<file path="src/rtl/cau_pkg.sv">
// shared constants, opcode and status codes, and the pipeline control bundle
// for the complex arithmetic unit; no dependencies
package cau_pkg;

    localparam int IO_BITS       = 32;
    localparam int OP_BITS       = 3;
    localparam int ST_BITS       = 2;
    localparam int WORD_BITS_DEF = 32;
    localparam int FRAC_BITS_DEF = 16;

    typedef enum logic [OP_BITS-1:0] {
        OP_COPY = 3'd0,
        OP_ADD  = 3'd1,
        OP_SUB  = 3'd2,
        OP_MUL  = 3'd3,
        OP_DIV  = 3'd4,
        OP_SQRT = 3'd5
    } op_t;

    typedef enum logic [ST_BITS-1:0] {
        ST_OK  = 2'd0,
        ST_DZ  = 2'd1,
        ST_SAT = 2'd2
    } status_t;

    typedef struct packed {
        logic valid;
        op_t  op;
        logic neg_re;
        logic neg_im;
        logic ovf_re;
        logic ovf_im;
        logic dz;
        logic sat;
    } ctl_t;

endpackage

</file>
<file path="src/rtl/cau_sqrt_cell.sv">
// one restoring square root step, two radicand bits in and one root bit out
// depends on cau_pkg for the default width
module cau_sqrt_cell #(
    parameter int ROOT_BITS = cau_pkg::WORD_BITS_DEF
) (
    input  logic                   clk,
    input  logic                   en,
    input  logic [ROOT_BITS:0]     rem_in,
    input  logic [ROOT_BITS-1:0]   root_in,
    input  logic [2*ROOT_BITS-1:0] xs_in,
    output logic [ROOT_BITS:0]     rem_out,
    output logic [ROOT_BITS-1:0]   root_out,
    output logic [2*ROOT_BITS-1:0] xs_out
);

    localparam int NB = ROOT_BITS;

    logic [NB+1:0]   rem2;
    logic [NB+1:0]   trial;
    logic [NB+1:0]   dif;
    logic            ge;
    logic [NB:0]     rem_next;

    logic [NB:0]     rem_reg;
    logic [NB-1:0]   root_reg;
    logic [2*NB-1:0] xs_reg;

    always_comb
    begin
        rem2     = {rem_in[NB-1:0], xs_in[2*NB-1 -: 2]};
        trial    = {root_in, 2'b01};
        dif      = rem2 - trial;
        ge       = rem2 >= trial;
        rem_next = ge ? dif[NB:0] : rem2[NB:0];
    end

    always_ff @(posedge clk)
    begin
        if (en)
        begin
            rem_reg  <= rem_next;
            root_reg <= {root_in[NB-2:0], ge};
            xs_reg   <= {xs_in[2*NB-3:0], 2'b00};
        end
    end

    assign rem_out  = rem_reg;
    assign root_out = root_reg;
    assign xs_out   = xs_reg;

endmodule

</file>
<file path="config.mk">
export PLATFORM = sky130hd
export DESIGN_NAME = cau_sqrt_cell
export DESIGN_NICKNAME = d
export VERILOG_FILES = /design/src/rtl/cau_pkg.sv /design/src/rtl/cau_sqrt_cell.sv
export SDC_FILE = /design/constraint.sdc
export NUM_CORES = 1
export LEC_CHECK = 0
export ABC_CLOCK_PERIOD_IN_PS = 4200
export BUFFER_PORTS_ARGS = -buffer_cell sky130_fd_sc_hd__buf_2
export CAP_MARGIN = 20
export CORE_UTILIZATION = 54
export CTS_BUF_LIST = sky130_fd_sc_hd__clkbuf_8
export CTS_CLUSTER_SIZE = 30
export DETAILED_ROUTE_END_ITERATION = 8
export PLACE_DENSITY = 0.88
export SYNTH_ARGS = -nofsm -noshare
export SYNTH_HDL_FRONTEND = slang
export SYNTH_SLANG_ARGS = --single-unit
export TNS_END_PERCENT = 10
</file>
<file path="constraint.sdc">
create_clock -name clk -period 4.2 [get_ports clk]
set_clock_uncertainty 0.15 [all_clocks]
set_input_delay 0.42 -clock clk [delete_from_list [all_inputs] [get_ports clk]]
set_output_delay 0.42 -clock clk [all_outputs]
set_load 0.01 [all_outputs]
</file>
After elaboration in Yosys (flattened, before gate mapping) --
Index checks and enable logic that the tools add are counted.
Word-level totals: bits in registers 127, bits of input ports 131, output and inout port bits 129, bits in writable memories 0, memories kept 0, memory bits (read-only) 0, word-level logic and storage cells 6, bits in latches 0
Operators by class: magnitude comparators 1, bitwise operators 0, muxes and demuxes 1, div/mod/pow operators 0, shifts and indexed selects 0, reduce and logical (&&, ||, !) cells 0, add/sub/neg operators 1, equal/unequal tests 0, multiply operators 0
Operators by type and width (count):
- $ge A34 B34 Y1 | 1
- $mux W33 | 1
- $sub A33 B33 Y33 | 1

Depth between registers and ports, before layout --
word-level depth 2, mapped depth 13, gate-level depth less buffers 11

Worst setup path after synthesis --
OpenSTA, ideal clock, no wires.
kind input-to-reg, from input port root_in[3], to register rem_reg[10] (netlist: rem_out[10]) (data pin), data required time 3790 ps, cell stages on the path 12, library setup time 260 ps, buffers on the path 1, setup slack 1209 ps, arrival time 2581 ps, path through inv_1 ha_1 and4_1 o311a_1 o31ai_2 and3_1 or2_1 o21a_1 o21a_4 inv_8 buf_12 mux2_4
Between the ends: longest elaborated chain between the ends 2, elaborated cells between the ends (all ways) 3, those cells by class 1 x add/sub; 1 x order compare; 1 x mux
Ends and longest elaborated chain:
- start, declared | line cau_sqrt_cell.sv:9 | input logic [ROOT_BITS-1:0] root_in,
- $sub A33 B33 Y33 / $ge A34 B34 Y1 (equally long branches) | line cau_sqrt_cell.sv:32, cau_sqrt_cell.sv:33
- $mux W33 * | line cau_sqrt_cell.sv:34 | rem_next = ge ? dif[NB:0] : rem2[NB:0];
- via rem_next[10] | line cau_sqrt_cell.sv:22 | logic [NB:0] rem_next;
- end signal, assigned | line cau_sqrt_cell.sv:41 | rem_reg <= rem_next;
- end, declared | line cau_sqrt_cell.sv:24 | logic [NB:0] rem_reg;
The timed path passes the listed nets; every way through them passes the cells marked *. A chain may end at the register's enable or synchronous reset.

Worst setup path after layout --
from input port root_in[17], to register rem_reg[30] (netlist: rem_out[30]) (data pin)
The elaborated chain is that of the path after synthesis.

==> results.md <==
- Leakage power total: 0.004125 uW
- Cell with the most instances after synthesis: edfxtp_1
- Type of element launching the critical path: input port
- Number of enable flip-flop cells after synthesis: 127
- Fraction of synthesized cell area in xor and xnor cells: 4.058%
- Area used by multi-input combinational logic: 2185 um^2
- Remaining DRCs: 0
- Number of different library cells in the post-synthesis netlist: 50
- NumNets Final: 968
- Sum of net half-perimeters after detailed placement: 12,770 um
- Total negative slack: 0 ns
- Sequential-to-total area share from yosys stat: roughly three fifths
- Unrepaired setup endpoints after global routing: false
- Portion of synthesized cell area occupied by the leading cell type: between 60% and 70%
- Number of rows created at floorplan: 38
- Pin count of the biggest net entering global routing: 128
- Fmax: 257.7 MHz
- Period utilization: about 92%
- Root Buffer Master: clkbuf_8
- Area of the die: between 10,000 and 15,000 um^2
- GRT Residual Overflow: 0
- Core utilization of the finished layout: 81.29%
- Clock buffer count from CTS: 17
- Num Clock Sinks: ~130
- Most instantiated cells after synthesis: edfxtp_1 (127), inv_1 (39), ha_1 (34), a21oi_1 (31), mux2_4 (28)
- Fraction of layout cells with a size suffix above 1: about two fifths
- First-pass GRT wire length: 33,430 um
- Global Route Usage Sum: ~40%
- Setup bufs post-CTS: 0
- Final max-slew violation count: 0
- Min Tclk post-route: 3.880 ns
- Main combinational cell family by area after synthesis: compound AO/OA/AOI/OAI gates
- Fill count: 537
- CTS clock-pin slew for the worst setup and hold paths: 0.09 ns
- Initial core utilization: 56.49%
- Portion of total power attributed to the clock network: 34.6%
- Routed via count divided by cell count: 6.004
- Highest fanout seen on the critical path: 7
- Cell types with the largest area share after synthesis: edfxtp_1 (61%), ha_1 (6.8%), mux2_4 (6.7%), xnor2_1 (2.5%), a21oi_1 (2.5%)
- Vertical die dimension: 109.7 um
- Category of the worst setup path capture point: flip-flop
- Count of routing violations after the opening detailed-route iteration: around 1,100
- Synth-to-Final Area Change: 43.88%
- Global placement routability congestion: 0.8612
- Clk buf depth: 2
- Leading register cell type out of synthesis: edfxtp_1
- Area of the core region: 11,080 um^2
- Reg area: 3814 um^2
- Arrival time reported for the critical path endpoint: slightly below 4 ns
- Hold crit path type: input port to flip-flop
- Worst supply voltage drop on vdd: 0.3229 mV
- Switching power of the nets: 1100 uW
- Portion of total power attributed to combinational logic: 22.9%
- Clock tree from TritonCTS: done
- Result of the run: complete, no violations
- Total internal power: ~2600 uW
- Avg Inst Size Synth: 13.94 um^2
- Max-slew headroom at the worst pin: 45.68%
- Share of total power in sequential cells: 42.5%
- Max-cap violations: 0
- Total routed wirelength: 23,580 um
- Post-synthesis mux area share: under 10%
- Power Density: 416.0 nW/um^2
- Data required time of the worst path: 4.25 ns
- Count of endpoints failing setup in the final report: 0
- Combined area of all synthesized cells: 6259 um^2
- Compound-gate portion of the synthesized area: 11.10%
- Level count of the clock H-tree: 4
- Simple-gate area share of the yosys netlist: 5.598%
- Start-to-end type of the worst setup path: input port to flip-flop
- Biggest area consumer among synthesized cells: edfxtp_1
- Top-level port count: 260
- Final hold violations: 0
- Transition at the pin with the smallest max-transition slack: 0.8043 ns
- Number of warning messages in the yosys log: 0
- Routed len/inst: 24.64 um
- Adder-cell share of the synthesized area: 6.797%
- Die outline width: about 110 um
- Buffers on Ports: 256
- Share of synthesized flip-flops with an asynchronous set or reset: 0%
- Number of global-route vias before repair: 5,678
- Share of total power consumed by net switching: 29.35%
- Synthesis-stage register bit count: 127
- DR vias: 5,746
- Number of antenna violations at the first check in global routing: 0
- Number of standard cells after synthesis: between 400 and 500
- Drt first pass iters: 9
- Post-detailed-route count of antenna-violating nets: 0
[state kept, by name, indices dropped and copies added (netlist names)]
signal    cells
xs_out       62
rem_out      33
root_out     32
[layout by cell type (no fill, tap or decap), types with 4 or more instances in the layout]
| master | count |
|---|---|
| buf_2 | 255 |
| edfxtp_1 | 127 |
| dlygate4sd3_1 | 90 |
| inv_1 | 39 |
| ha_1 | 34 |
| a21oi_1 | 31 |
| mux2_4 | 28 |
| nor2_1 | 20 |
| a21o_1 | 19 |
| nand2_1 | 19 |
| xnor2_1 | 18 |
| clkbuf_8 | 17 |
| xor2_1 | 11 |
| nand3_1 | 9 |
| o21ai_0 | 8 |
| nand4_1 | 7 |
| o31ai_1 | 7 |
| nor3_1 | 6 |
| o21bai_1 | 5 |
| o21a_1 | 5 |
| bufinv_16 | 5 |
| inv_6 | 4 |
[routing by layer]
| metal | GRT usage, % | vias to the layer above | part of all wire, % |
|---|---|---|---|
| li1 | - | 2399 | - |
| met1 | 44.10 | 2655 | 33 |
| met2 | 62.94 | 539 | 47 |
| met3 | 15.89 | 153 | 13 |
| met4 | 25.43 | 0 | 7.2 |
| met5 | 0.8929 | - | 0 |
[through the flow]
stage / instances / cell area [um^2] / setup slack, ns / power (uW) / hold WS [ns]
after global routing: 956 / 9002 / 0.3705 / 3839 / 0.005901
final: 957 / 9005 / 0.3196 / 3746 / 0.02971
after floorplan: 450 / 6262 / 1.209 / 2036 / 0.3689
after CTS: 955 / 8992 / 0.6114 / 3636 / 0.0009380
after detailed placement: 834 / 7635 / 0.6678 / 2316 / 0.4481
after global placement: 834 / 7635 / 0.6923 / 2289 / 0.4473
[cell type report]
| type | count | area share [%] |
|---|---|---|
| clock inverters | 15 | 2.584 |
| diodes | 1 | 0.02779 |
| inverters | 40 | 1.751 |
| clock buffers | 17 | 2.598 |
| well taps | 140 | 1.945 |
| repair buffers | 347 | 24.48 |
| flip-flops and latches | 127 | 42.35 |
| multi-input cells | 270 | 24.26 |
[critical path, stage by stage]
cell	delay (ns)
dlygate4sd3_1	0.55
buf_2	0.14
inv_1	0.07
ha_1	0.47
a21oi_1	0.16
o21ai_0	0.33
nor3b_1	0.12
and3_1	0.22
o41ai_1	0.76
a21boi_0	0.25
xnor2_1	0.18
mux2_4	0.26
[worst paths after layout]
kind,startpoint,endpoint,slack [ns],depth (start not counted)
hold / removal,root_in[16],root_out[17],0.03,1
setup / recovery,root_in[17],rem_out[30],0.32,12
[cells by family (layout without fill, tap and decap cells)]
family | count (synthesis) | after routing
and+or+nand+nor | 74 | 74
adders and majority gates | 34 | 34
DFF | 127 | 127
xor gates and xnor gates | 29 | 29
AOI/OAI and AO/OA | 100 | 100
muxes | 31 | 31
other | 1 | 3
buffers and inverters | 53 | 419
[power groups by stage]
| stage | combinational, uW | sequential (uW) | clock (uW) |
|---|---|---|---|
| final | 857 | 1590 | 1300 |
| after floorplan | 368 | 1670 | 0 |
| after global routing | 896 | 1600 | 1340 |
| after global placement | 694 | 1600 | 0 |
| after detailed placement | 715 | 1600 | 0 |
| after CTS | 788 | 1580 | 1270 |
[what timing repair did]
item	4_1_cts	5_1_grt
endpoints found under the hold margin	89	1
resized for setup	0	0
hold buffers	89	1
Note: power is estimated with default switching activity, not from simulation.
