--- src/rtl/cau_pkg.sv ---
// shared constants, opcode and status codes, and the pipeline control bundle
// for the complex arithmetic unit; no dependencies
package cau_pkg;

    localparam int IO_BITS       = 32;
    localparam int OP_BITS       = 3;
    localparam int ST_BITS       = 2;
    localparam int WORD_BITS_DEF = 32;
    localparam int FRAC_BITS_DEF = 16;

    typedef enum logic [OP_BITS-1:0] {
        OP_COPY = 3'd0,
        OP_ADD  = 3'd1,
        OP_SUB  = 3'd2,
        OP_MUL  = 3'd3,
        OP_DIV  = 3'd4,
        OP_SQRT = 3'd5
    } op_t;

    typedef enum logic [ST_BITS-1:0] {
        ST_OK  = 2'd0,
        ST_DZ  = 2'd1,
        ST_SAT = 2'd2
    } status_t;

    typedef struct packed {
        logic valid;
        op_t  op;
        logic neg_re;
        logic neg_im;
        logic ovf_re;
        logic ovf_im;
        logic dz;
        logic sat;
    } ctl_t;

endpackage

--- src/rtl/cau_div_cell.sv ---
// one restoring division step for both result lanes, one quotient bit a lane
// depends on cau_pkg for the default word width
module cau_div_cell #(
    parameter int WORD_BITS = cau_pkg::WORD_BITS_DEF
) (
    input  logic                     clk,
    input  logic                     en,
    input  logic [2*WORD_BITS-1:0]   d_in,
    input  logic [2*WORD_BITS-1:0]   rem_re_in,
    input  logic [2*WORD_BITS-1:0]   rem_im_in,
    input  logic [WORD_BITS-1:0]     xl_re_in,
    input  logic [WORD_BITS-1:0]     xl_im_in,
    input  logic [WORD_BITS-1:0]     q_re_in,
    input  logic [WORD_BITS-1:0]     q_im_in,
    output logic [2*WORD_BITS-1:0]   d_out,
    output logic [2*WORD_BITS-1:0]   rem_re_out,
    output logic [2*WORD_BITS-1:0]   rem_im_out,
    output logic [WORD_BITS-1:0]     xl_re_out,
    output logic [WORD_BITS-1:0]     xl_im_out,
    output logic [WORD_BITS-1:0]     q_re_out,
    output logic [WORD_BITS-1:0]     q_im_out
);

    localparam int W  = WORD_BITS;
    localparam int PW = 2 * W;

    logic [PW:0]   try_re;
    logic [PW:0]   try_im;
    logic [PW:0]   dif_re;
    logic [PW:0]   dif_im;
    logic          ge_re;
    logic          ge_im;
    logic [PW-1:0] rem_re_next;
    logic [PW-1:0] rem_im_next;

    logic [PW-1:0] d_reg;
    logic [PW-1:0] rem_re_reg;
    logic [PW-1:0] rem_im_reg;
    logic [W-1:0]  xl_re_reg;
    logic [W-1:0]  xl_im_reg;
    logic [W-1:0]  q_re_reg;
    logic [W-1:0]  q_im_reg;

    always_comb
    begin
        try_re      = {rem_re_in, xl_re_in[W-1]};
        try_im      = {rem_im_in, xl_im_in[W-1]};
        dif_re      = try_re - {1'b0, d_in};
        dif_im      = try_im - {1'b0, d_in};
        ge_re       = try_re >= {1'b0, d_in};
        ge_im       = try_im >= {1'b0, d_in};
        rem_re_next = ge_re ? dif_re[PW-1:0] : try_re[PW-1:0];
        rem_im_next = ge_im ? dif_im[PW-1:0] : try_im[PW-1:0];
    end

    always_ff @(posedge clk)
    begin
        if (en)
        begin
            d_reg      <= d_in;
            rem_re_reg <= rem_re_next;
            rem_im_reg <= rem_im_next;
            xl_re_reg  <= {xl_re_in[W-2:0], 1'b0};
            xl_im_reg  <= {xl_im_in[W-2:0], 1'b0};
            q_re_reg   <= {q_re_in[W-2:0], ge_re};
            q_im_reg   <= {q_im_in[W-2:0], ge_im};
        end
    end

    assign d_out      = d_reg;
    assign rem_re_out = rem_re_reg;
    assign rem_im_out = rem_im_reg;
    assign xl_re_out  = xl_re_reg;
    assign xl_im_out  = xl_im_reg;
    assign q_re_out   = q_re_reg;
    assign q_im_out   = q_im_reg;

endmodule

--- config.mk ---
export PLATFORM = sky130hd
export DESIGN_NAME = cau_div_cell
export DESIGN_NICKNAME = d
export VERILOG_FILES = /design/src/rtl/cau_pkg.sv /design/src/rtl/cau_div_cell.sv
export SDC_FILE = /design/constraint.sdc
export NUM_CORES = 1
export LEC_CHECK = 0
export ABC_AREA = 1
export BUFFER_PORTS_ARGS = -buffer_cell sky130_fd_sc_hd__clkbuf_2
export CAP_MARGIN = 25
export CORE_MARGIN = 3
export CORE_UTILIZATION = 40
export DETAILED_ROUTE_END_ITERATION = 6
export PLACE_DENSITY_LB_ADDON = 0.05
export SYNTH_ARGS = -nofsm -noshare
export SYNTH_HDL_FRONTEND = slang
export SYNTH_SLANG_ARGS = --single-unit
--- constraint.sdc ---
create_clock -name clk -period 2.7 [get_ports clk]
set_input_delay 0.675 -clock clk [delete_from_list [all_inputs] [get_ports clk]]
set_output_delay 0.675 -clock clk [all_outputs]
set_load 0.02 [all_outputs]
Word level (Yosys, flattened, before mapping)
Cells that the tools add are included.

Flip-flop bits (word level): 318. Word-level logic and storage cells: 13. Output and inout port bits: 320. Bits of input ports: 322.

Add/sub/neg operators: 2. Order comparisons: 2. Mux-type cells: 2.

Operators by type and width (number): >= comparator 65 x 64 -> 1 bit (2); 2-to-1 mux 64 bit (2); subtractor 64 bit (2).

Depth between registers and ports, before layout
Gate-level depths: netlist (run 1).

Depth in word-level cells: 2. Depth in mapped cells: 19. Gate-level depth less buffers: 17.

Worst setup path after synthesis (run 1)
Ideal clock, no wire load.

Path type: input to register. From: input d_in[7]. To: register rem_re_reg[3], in the netlist rem_re_out[3], data pin. Buffers on the path: 2. Cell stages on the path: 18. Setup slack: 0.183 ns. Arrival time: 2.264 ns. Required time: 2.447 ns. Cell sequence: inv_1 > ha_1 > nand2_1 > inv_1 > nand2_1 > nand2_1 > inv_1 > nand3_2 > nand2_1 > nand2_2 > nand2_1 > nand2_1 > nand2_4 > nand2_4 > buf_6 > buf_6 > nand2_1 > nand2_1.

Cells in the longest elaborated chain, start to end: 2.

RTL lines: start: declaration (line cau_div_cell.sv:8) `input logic [2*WORD_BITS-1:0] d_in,`; >= comparator 65 x 64 -> 1 bit (line cau_div_cell.sv:50) `ge_re = try_re >= {1'b0, d_in};`; 2-to-1 mux 64 bit (line cau_div_cell.sv:52) `rem_re_next = ge_re ? dif_re[PW-1:0] : try_re[PW-1:0];`; named net rem_re_next[3] (line cau_div_cell.sv:33) `logic [PW-1:0] rem_re_next;`; end signal: assignment (line cau_div_cell.sv:61) `rem_re_reg <= rem_re_next;`; end: declaration (line cau_div_cell.sv:37) `logic [PW-1:0] rem_re_reg;`.

The timed path passes the listed nets, and every way through them passes these cells. A chain may end at the register's enable or synchronous reset.

Worst setup path after layout (run 1)
From: input d_in[0]. To: register rem_im_reg[56], in the netlist rem_im_out[56], data pin.

Cells in the longest elaborated chain, start to end: 2. Elaborated cells between the ends (all ways): 3. Classes of those cells: 1 x add/sub; 1 x order compare; 1 x mux.

RTL lines: subtractor 64 bit / >= comparator 65 x 64 -> 1 bit (equally long branches) (line cau_div_cell.sv:49, cau_div_cell.sv:51); 2-to-1 mux 64 bit * (line cau_div_cell.sv:53) `rem_im_next = ge_im ? dif_im[PW-1:0] : try_im[PW-1:0];`; named net rem_im_next[56] (line cau_div_cell.sv:34) `logic [PW-1:0] rem_im_next;`; end signal: assignment (line cau_div_cell.sv:62) `rem_im_reg <= rem_im_next;`; end: declaration (line cau_div_cell.sv:38) `logic [PW-1:0] rem_im_reg;`.

Mark *: on every way through the listed nets, which the timed path passes. The rest lies on a longest branch.

==> results of run 1 <==
cells by family (layout without fill, tap and decap cells):
group           after synthesis  after routing  share of synthesized area [%]
flops                       318            318                          40.56
buf+inv                     761           2026                          12.50
simple gates               1996           1996                          35.15
other cells                   1              4                        0.01593
fa+ha+maj                   130            130                          6.972
compound gates              114            114                          2.498
xor+xnor                     62             62                          2.306
placed cells by master (no fill, tap or decap), drive strengths merged:
cell type,n
inv,720
nand4,17
edfxtp,318
or2,2
nor2,229
fa,2
nand3,290
xnor2,2
a21oi,91
buf,611
nand2,1385
and3,6
clkinvlp,2
xor2,60
and2,3
clkinv,13
o21bai,5
nor3,23
nor4,11
o21ai,16
bufinv,1
clkbuf,679
ha,128
conb,2
nand3b,30
a21o,2
diode,2
sequential cells by signal, indices dropped and copies added (netlist names):
| register | count |
|---|---|
| d_out | 64 |
| q_im_out | 32 |
| q_re_out | 32 |
| rem_im_out | 64 |
| rem_re_out | 64 |
| xl_im_out | 31 |
| xl_re_out | 31 |
worst max path at each step:
stage	from	endpoint	slack [ns]
CTS	d_in[0]	rem_im_out[56]	0.15
floorplan	d_in[7]	rem_re_out[3]	0.18
global placement	d_in[0]	rem_im_out[56]	-0.42
finish	d_in[0]	rem_im_out[56]	0.06
detailed placement	d_in[0]	rem_im_out[56]	-0.45
global route	d_in[0]	rem_im_out[62]	0.008
what timing repair did:
item / CTS / global route
hold endpoints to repair: 0 / 0
gates resized for setup: 0 / 10
setup endpoints to repair: 0 / 38
metrics by stage:
stage	utilization [%]	hold slack (ns)	setup TNS (ns)
after global routing	57.62	0.2624	0
after CTS	57.54	0.2540	0
after floorplan	-	0.7739	0
final	57.63	0.2756	0
after detailed placement	55.73	0.8536	-46.10
after global placement	55.73	0.8515	-44.46
power breakdown:
group | switching, mW | total (mW) | leakage, nW | internal [mW]
sequential | 0.154 | 6.26 | 3.11 | 6.11
clock | 2.05 | 4.57 | 0.513 | 2.52
combinational | 3.70 | 6.07 | 15.4 | 2.37
total | 5.91 | 16.9 | 19.0 | 11.0
metal layers:
layer	vias up	track usage, %	share of wire [%]
met2	759	52.92	48
li1	12970	-	-
met1	11240	38.70	42
met4	4	12.97	4.5
met5	-	0	0.021
met3	159	4.100	5.6
area by class of cell:
type	instances	area [um^2]
fill	5883	24540
multi-input combinational	2304	11100
sequential	318	9549
timing repair buffer	1246	8011
inverter	720	2703
tap	765	957.2
clock buffer	44	909.6
clock inverter	16	143.9
antenna	2	5.005
==> metrics, run 1 <==
status complete, no violations; ys async rst share 0%; via count 25130; RSZ-0062 raised after global routing no; Crit. path cell count 14; Avg Inst Size Synth 6.962 um^2; final worst slack 0.06457 ns; first-pass GRT wire length 143.1 mm; overall routing resource usage 30.71%; H-tree depth 2; gate count after technology mapping 3382; Placer Congestion 0.9795; Antenna Violating Nets Remaining 0; CP top delay family simple AND/OR/NAND/NOR gates; die height 248.6 um; Buf/Inv on CP 2; post-synth top area cell edfxtp_1; Clock Sinks 318; final period utilization 97.61%; Initial Utilization 40.65%; Hold Path Depth 1; worst stage delay on the critical path 0.40 ns; Peak Freq 379.4 MHz; Final Hold Fails 0; total power 16.90 mW; ys flop type edfxtp_1; critical-path cell list clkbuf_2 -> ha_1 -> fa_1 -> nor2_1 -> buf_4 -> o21ai_0 -> nand2_1 -> nand2_1 -> nand3_1 -> nand2_1 -> nand3_1 -> nand2_1 -> nand3_1 -> nand2_1; sequential area share after synthesis 40.56%; initial antenna violation count 6; setup bufs post-CTS 0; Slew Viols, Final 0; TritonCTS Buffers 35; Yosys reg bits 318; Hold Crit Endpoint q_im_out[24]; worst-path fanout max 3; CP Capture Type register; slowest CP cell fa_1; layout cell share with drive strength beyond 1 29.75%; warnings from Yosys 0; DR WL/cell 18.07 um; CTS max path bufs 3; row cnt 88; initial DRC count 1527; placed cells 5353; CTS Hold Bufs 0; clock root cell clkbuf_16; Congestion Overflow GR 0; dpl cell area 32270 um^2; IO Count 642; number of max-cap violations 0; # DRC 0; P per Cell Area 506.4 nW/um^2; CTS clk-pin slew, worst paths 0.06 ns; area growth from synthesis to layout 41.75%; Die X-Extent 248.6 um; Vias/cell 4.640; synth cell count leaders nand2_1, inv_1, edfxtp_1, nand3_1, nor2_1; Critical Path AT 2.94 ns; number of flops mapped to enable cells by yosys 318; post-route insts no fill 5415; Worst VDD drop 0.4986 mV; Distinct cells, synth 36; HP Class input port to register; final instance area 33380 um^2; most frequent cell after synthesis nand2_1; crit-path most repeated cell nand2_1; mapped cell area 23550 um^2; Area contributors post-synth edfxtp_1, nand2_1, inv_1; core area 57920 um^2; setup violators final 0; CTS tree yes; Hold Startpoint q_im_in[23]; post-layout min period 2.635 ns; top-area cell type share of the netlist area 40.56%; WS Path Type input port to register; CP Data Required Time 3.01 ns; DP HPWL 84.27 mm; Static Leak 18.98 nW; die area 61810 um^2; largest net degree at the start of global routing 63; pre-CTS setup slack -0.4476 ns; vias in the first global route 24110; final net count 5077; DRT Pass-1 Iters 6; Worst Setup Start Kind input port; I/O Buffers 637; DRT Wirelength 97.84 mm
No activity file was read; power rests on OpenSTA's default activity.
==> inputs of run 2 (changes only) <==
--- a/config.mk
+++ b/config.mk
@@ -12,6 +12,7 @@
 export CORE_UTILIZATION = 40
 export DETAILED_ROUTE_END_ITERATION = 6
 export PLACE_DENSITY_LB_ADDON = 0.05
+export RECOVER_POWER = 100
 export SYNTH_ARGS = -nofsm -noshare
 export SYNTH_HDL_FRONTEND = slang
 export SYNTH_SLANG_ARGS = --single-unit
==> run 2 against run 1 <==
Utilization down 1.1 points. Critical path depth stayed put. Maximum frequency is 0.67% lower. Flip-flop and latch count unchanged. Die area stayed put. Largest cell class unchanged. First-iteration DRC count up 6.5%. Critical endpoint unchanged. Non-clock buffer count is the same.
==> metrics, run 2 (synthesis results as in run 1) <==
commonest non-fill, non-tap cells in the layout nand2_1, inv_1, buf_4, clkbuf_1, edfxtp_1; filler instances 6089 (+3.5%); Placer Congestion 0.9795 (unchanged); clock root cell clkbuf_16; die height 248.6 um (unchanged); final worst slack 0.04677 ns (-0.01779 ns); setup violators final 0 (unchanged); CTS Hold Bufs 0 (unchanged); TritonCTS Buffers 35 (unchanged); CP Data Required Time 3.00 ns (about the same); Congestion Overflow GR 0 (unchanged); vias in the first global route 24110 (unchanged); pre-CTS setup slack -0.4476 ns (unchanged); CTS max path bufs 3 (unchanged); CTS clk-pin slew, worst paths 0.06 ns (about the same); layout cell share with drive strength beyond 1 21.71% (-8.0 points); Hold Startpoint xl_re_in[25]; Critical Path AT 2.96 ns (+0.02 ns); worst stage delay on the critical path 0.40 ns (about the same); dpl cell area 32270 um^2 (unchanged); Clock power frac 27.3% (+0.3 points); H-tree depth 2 (unchanged); setup bufs post-CTS 0 (unchanged); worst-path fanout max 3 (unchanged); Buf/Inv on CP 2 (unchanged); P per Cell Area 511.0 nW/um^2 (+0.91%); Die X-Extent 248.6 um (unchanged); Hold Crit Endpoint xl_re_out[26]; Util after Layout 56.52% (-1.1 points); Slew Viols, Final 0 (unchanged); Final Hold Fails 0 (unchanged); most common cell after layout, fill and taps aside nand2_1; RSZ-0062 raised after global routing no; Antenna Violating Nets Remaining 0 (unchanged); Flop pwr share 37.4% (+0.4 points); CP top delay family simple AND/OR/NAND/NOR gates; CP Capture Type register; initial DRC count 1626 (+6.5%); die area 61810 um^2 (unchanged); Clock Sinks 318 (unchanged); Comb power frac 35.3% (-0.6 points); largest net degree at the start of global routing 63 (unchanged); sw frac 35.29% (+0.34 points); final period utilization 98.27% (+0.66 points); Switching Power 5.902 mW (about the same); total power 16.73 mW (-1.0%); DRT Pass-1 Iters 5 (-1); WS Path Type input port to register; DP HPWL 84.27 mm (unchanged); DR WL/cell 18.13 um (+0.31%); Static Leak 17.82 nW (-6.1%); overall routing resource usage 30.71% (unchanged); row cnt 88 (unchanged); DRT Wirelength 98.15 mm (+0.31%); CTS tree yes; Hold Path Depth 1 (unchanged); number of max-cap violations 0 (unchanged); Worst VDD drop 0.4977 mV (-0.18%); slowest CP cell fa_1; HP Class input port to register; final net count 5077 (unchanged); status complete, no violations; Internal Pwr Total 10.82 mW (-1.5%); area of the multi-input gates 11100 um^2 (unchanged); critical-path cell list clkbuf_2 -> ha_1 -> fa_1 -> nor2_1 -> buf_4 -> o21ai_0 -> nand2_1 -> nand2_1 -> nand3_1 -> nand2_1 -> nand3_1 -> nand2_1 -> nand3_1 -> nand2_1; area growth from synthesis to layout 39.03%; crit-path most repeated cell nand2_1; # DRC 0 (unchanged); IO Count 642 (unchanged); Slew @ Worst Pin 1.284 ns; I/O Buffers 637 (unchanged); Slew headroom 14.43%; Peak Freq 376.9 MHz (-0.67%); initial antenna violation count 6 (unchanged); via count 25160 (+0.14%); core area 57920 um^2 (unchanged); Vias/cell 4.646 (+0.14%); final instance area 32740 um^2 (-1.9%); Worst Setup Start Kind input port; post-layout min period 2.653 ns (+0.01779 ns); first-pass GRT wire length 143.1 mm (unchanged); Sequential Area 9549 um^2 (unchanged); Initial Utilization 40.65% (unchanged)
==> run 2: changes by cell type in the layout (fill, tap and decap cells not counted), moves of 9 or more <==
cell / previous run / this run
buf_4: 589 / 564
clkbuf_4: 0 / 9
clkbuf_1: 9 / 382
buf_12: 19 / 9
clkbuf_2: 635 / 286
==> run 2: what timing repair did <==
action,CTS,global route
resized for setup,0,10
setup endpoints to repair,0,38
endpoints found under the hold margin,0,0
==> run 2: final cells by class <==
| class | instances | share of cell area, % |
|---|---|---|
| Clock inverter | 16 | 0.4396 |
| Multi-Input combinational cell | 2304 | 33.90 |
| Inverter | 720 | 8.256 |
| Timing Repair Buffer | 1246 | 22.52 |
| Tap cell | 765 | 2.924 |
| Clock buffer | 44 | 2.779 |
| Antenna cell | 2 | 0.01529 |
| Sequential cell | 318 | 29.17 |
==> run 2: layer usage <==
layer  vias up  wire (um)  GRT usage (%)
met5         -         21              0
met3       172       5288          4.100
met1     11240      41570          38.70
met4         4       4535          12.97
met2       785      46740          52.92
li1      12960          -              -
==> run 2: metrics by stage <==
stage / std cells / setup TNS [ns] / hold WS [ns]
after detailed placement: 5353 / -46.10 / 0.8536
final: 5415 / 0 / 0.2785
after global routing: 5414 / 0 / 0.2624
after global placement: 5353 / -44.46 / 0.8515
after CTS: 5413 / 0 / 0.2540
after floorplan: 3383 / 0 / 0.7739
==> run 2: worst max path at each step <==
stage,end,slack [ns],cells past startpoint,startpoint
final,rem_im_out[56],0.05,14,d_in[0]
after global routing,rem_re_out[43],0.005,16,d_in[24]
after CTS,rem_im_out[56],0.15,14,d_in[0]
after detailed placement,rem_im_out[56],-0.45,14,d_in[0]
after global placement,rem_im_out[56],-0.42,14,d_in[0]
after floorplan,rem_re_out[3],0.18,18,d_in[7]
==> run 2: power by group through the flow <==
stage                     clock (mW)  sequential [mW]  combinational (mW)
final                           4.57             6.26                5.90
after global routing            4.84             6.31                6.44
after detailed placement           0             6.36                6.04
after CTS                       4.68             6.26                6.06
after global placement             0             6.35                6.02
after floorplan                    0             7.06                2.33
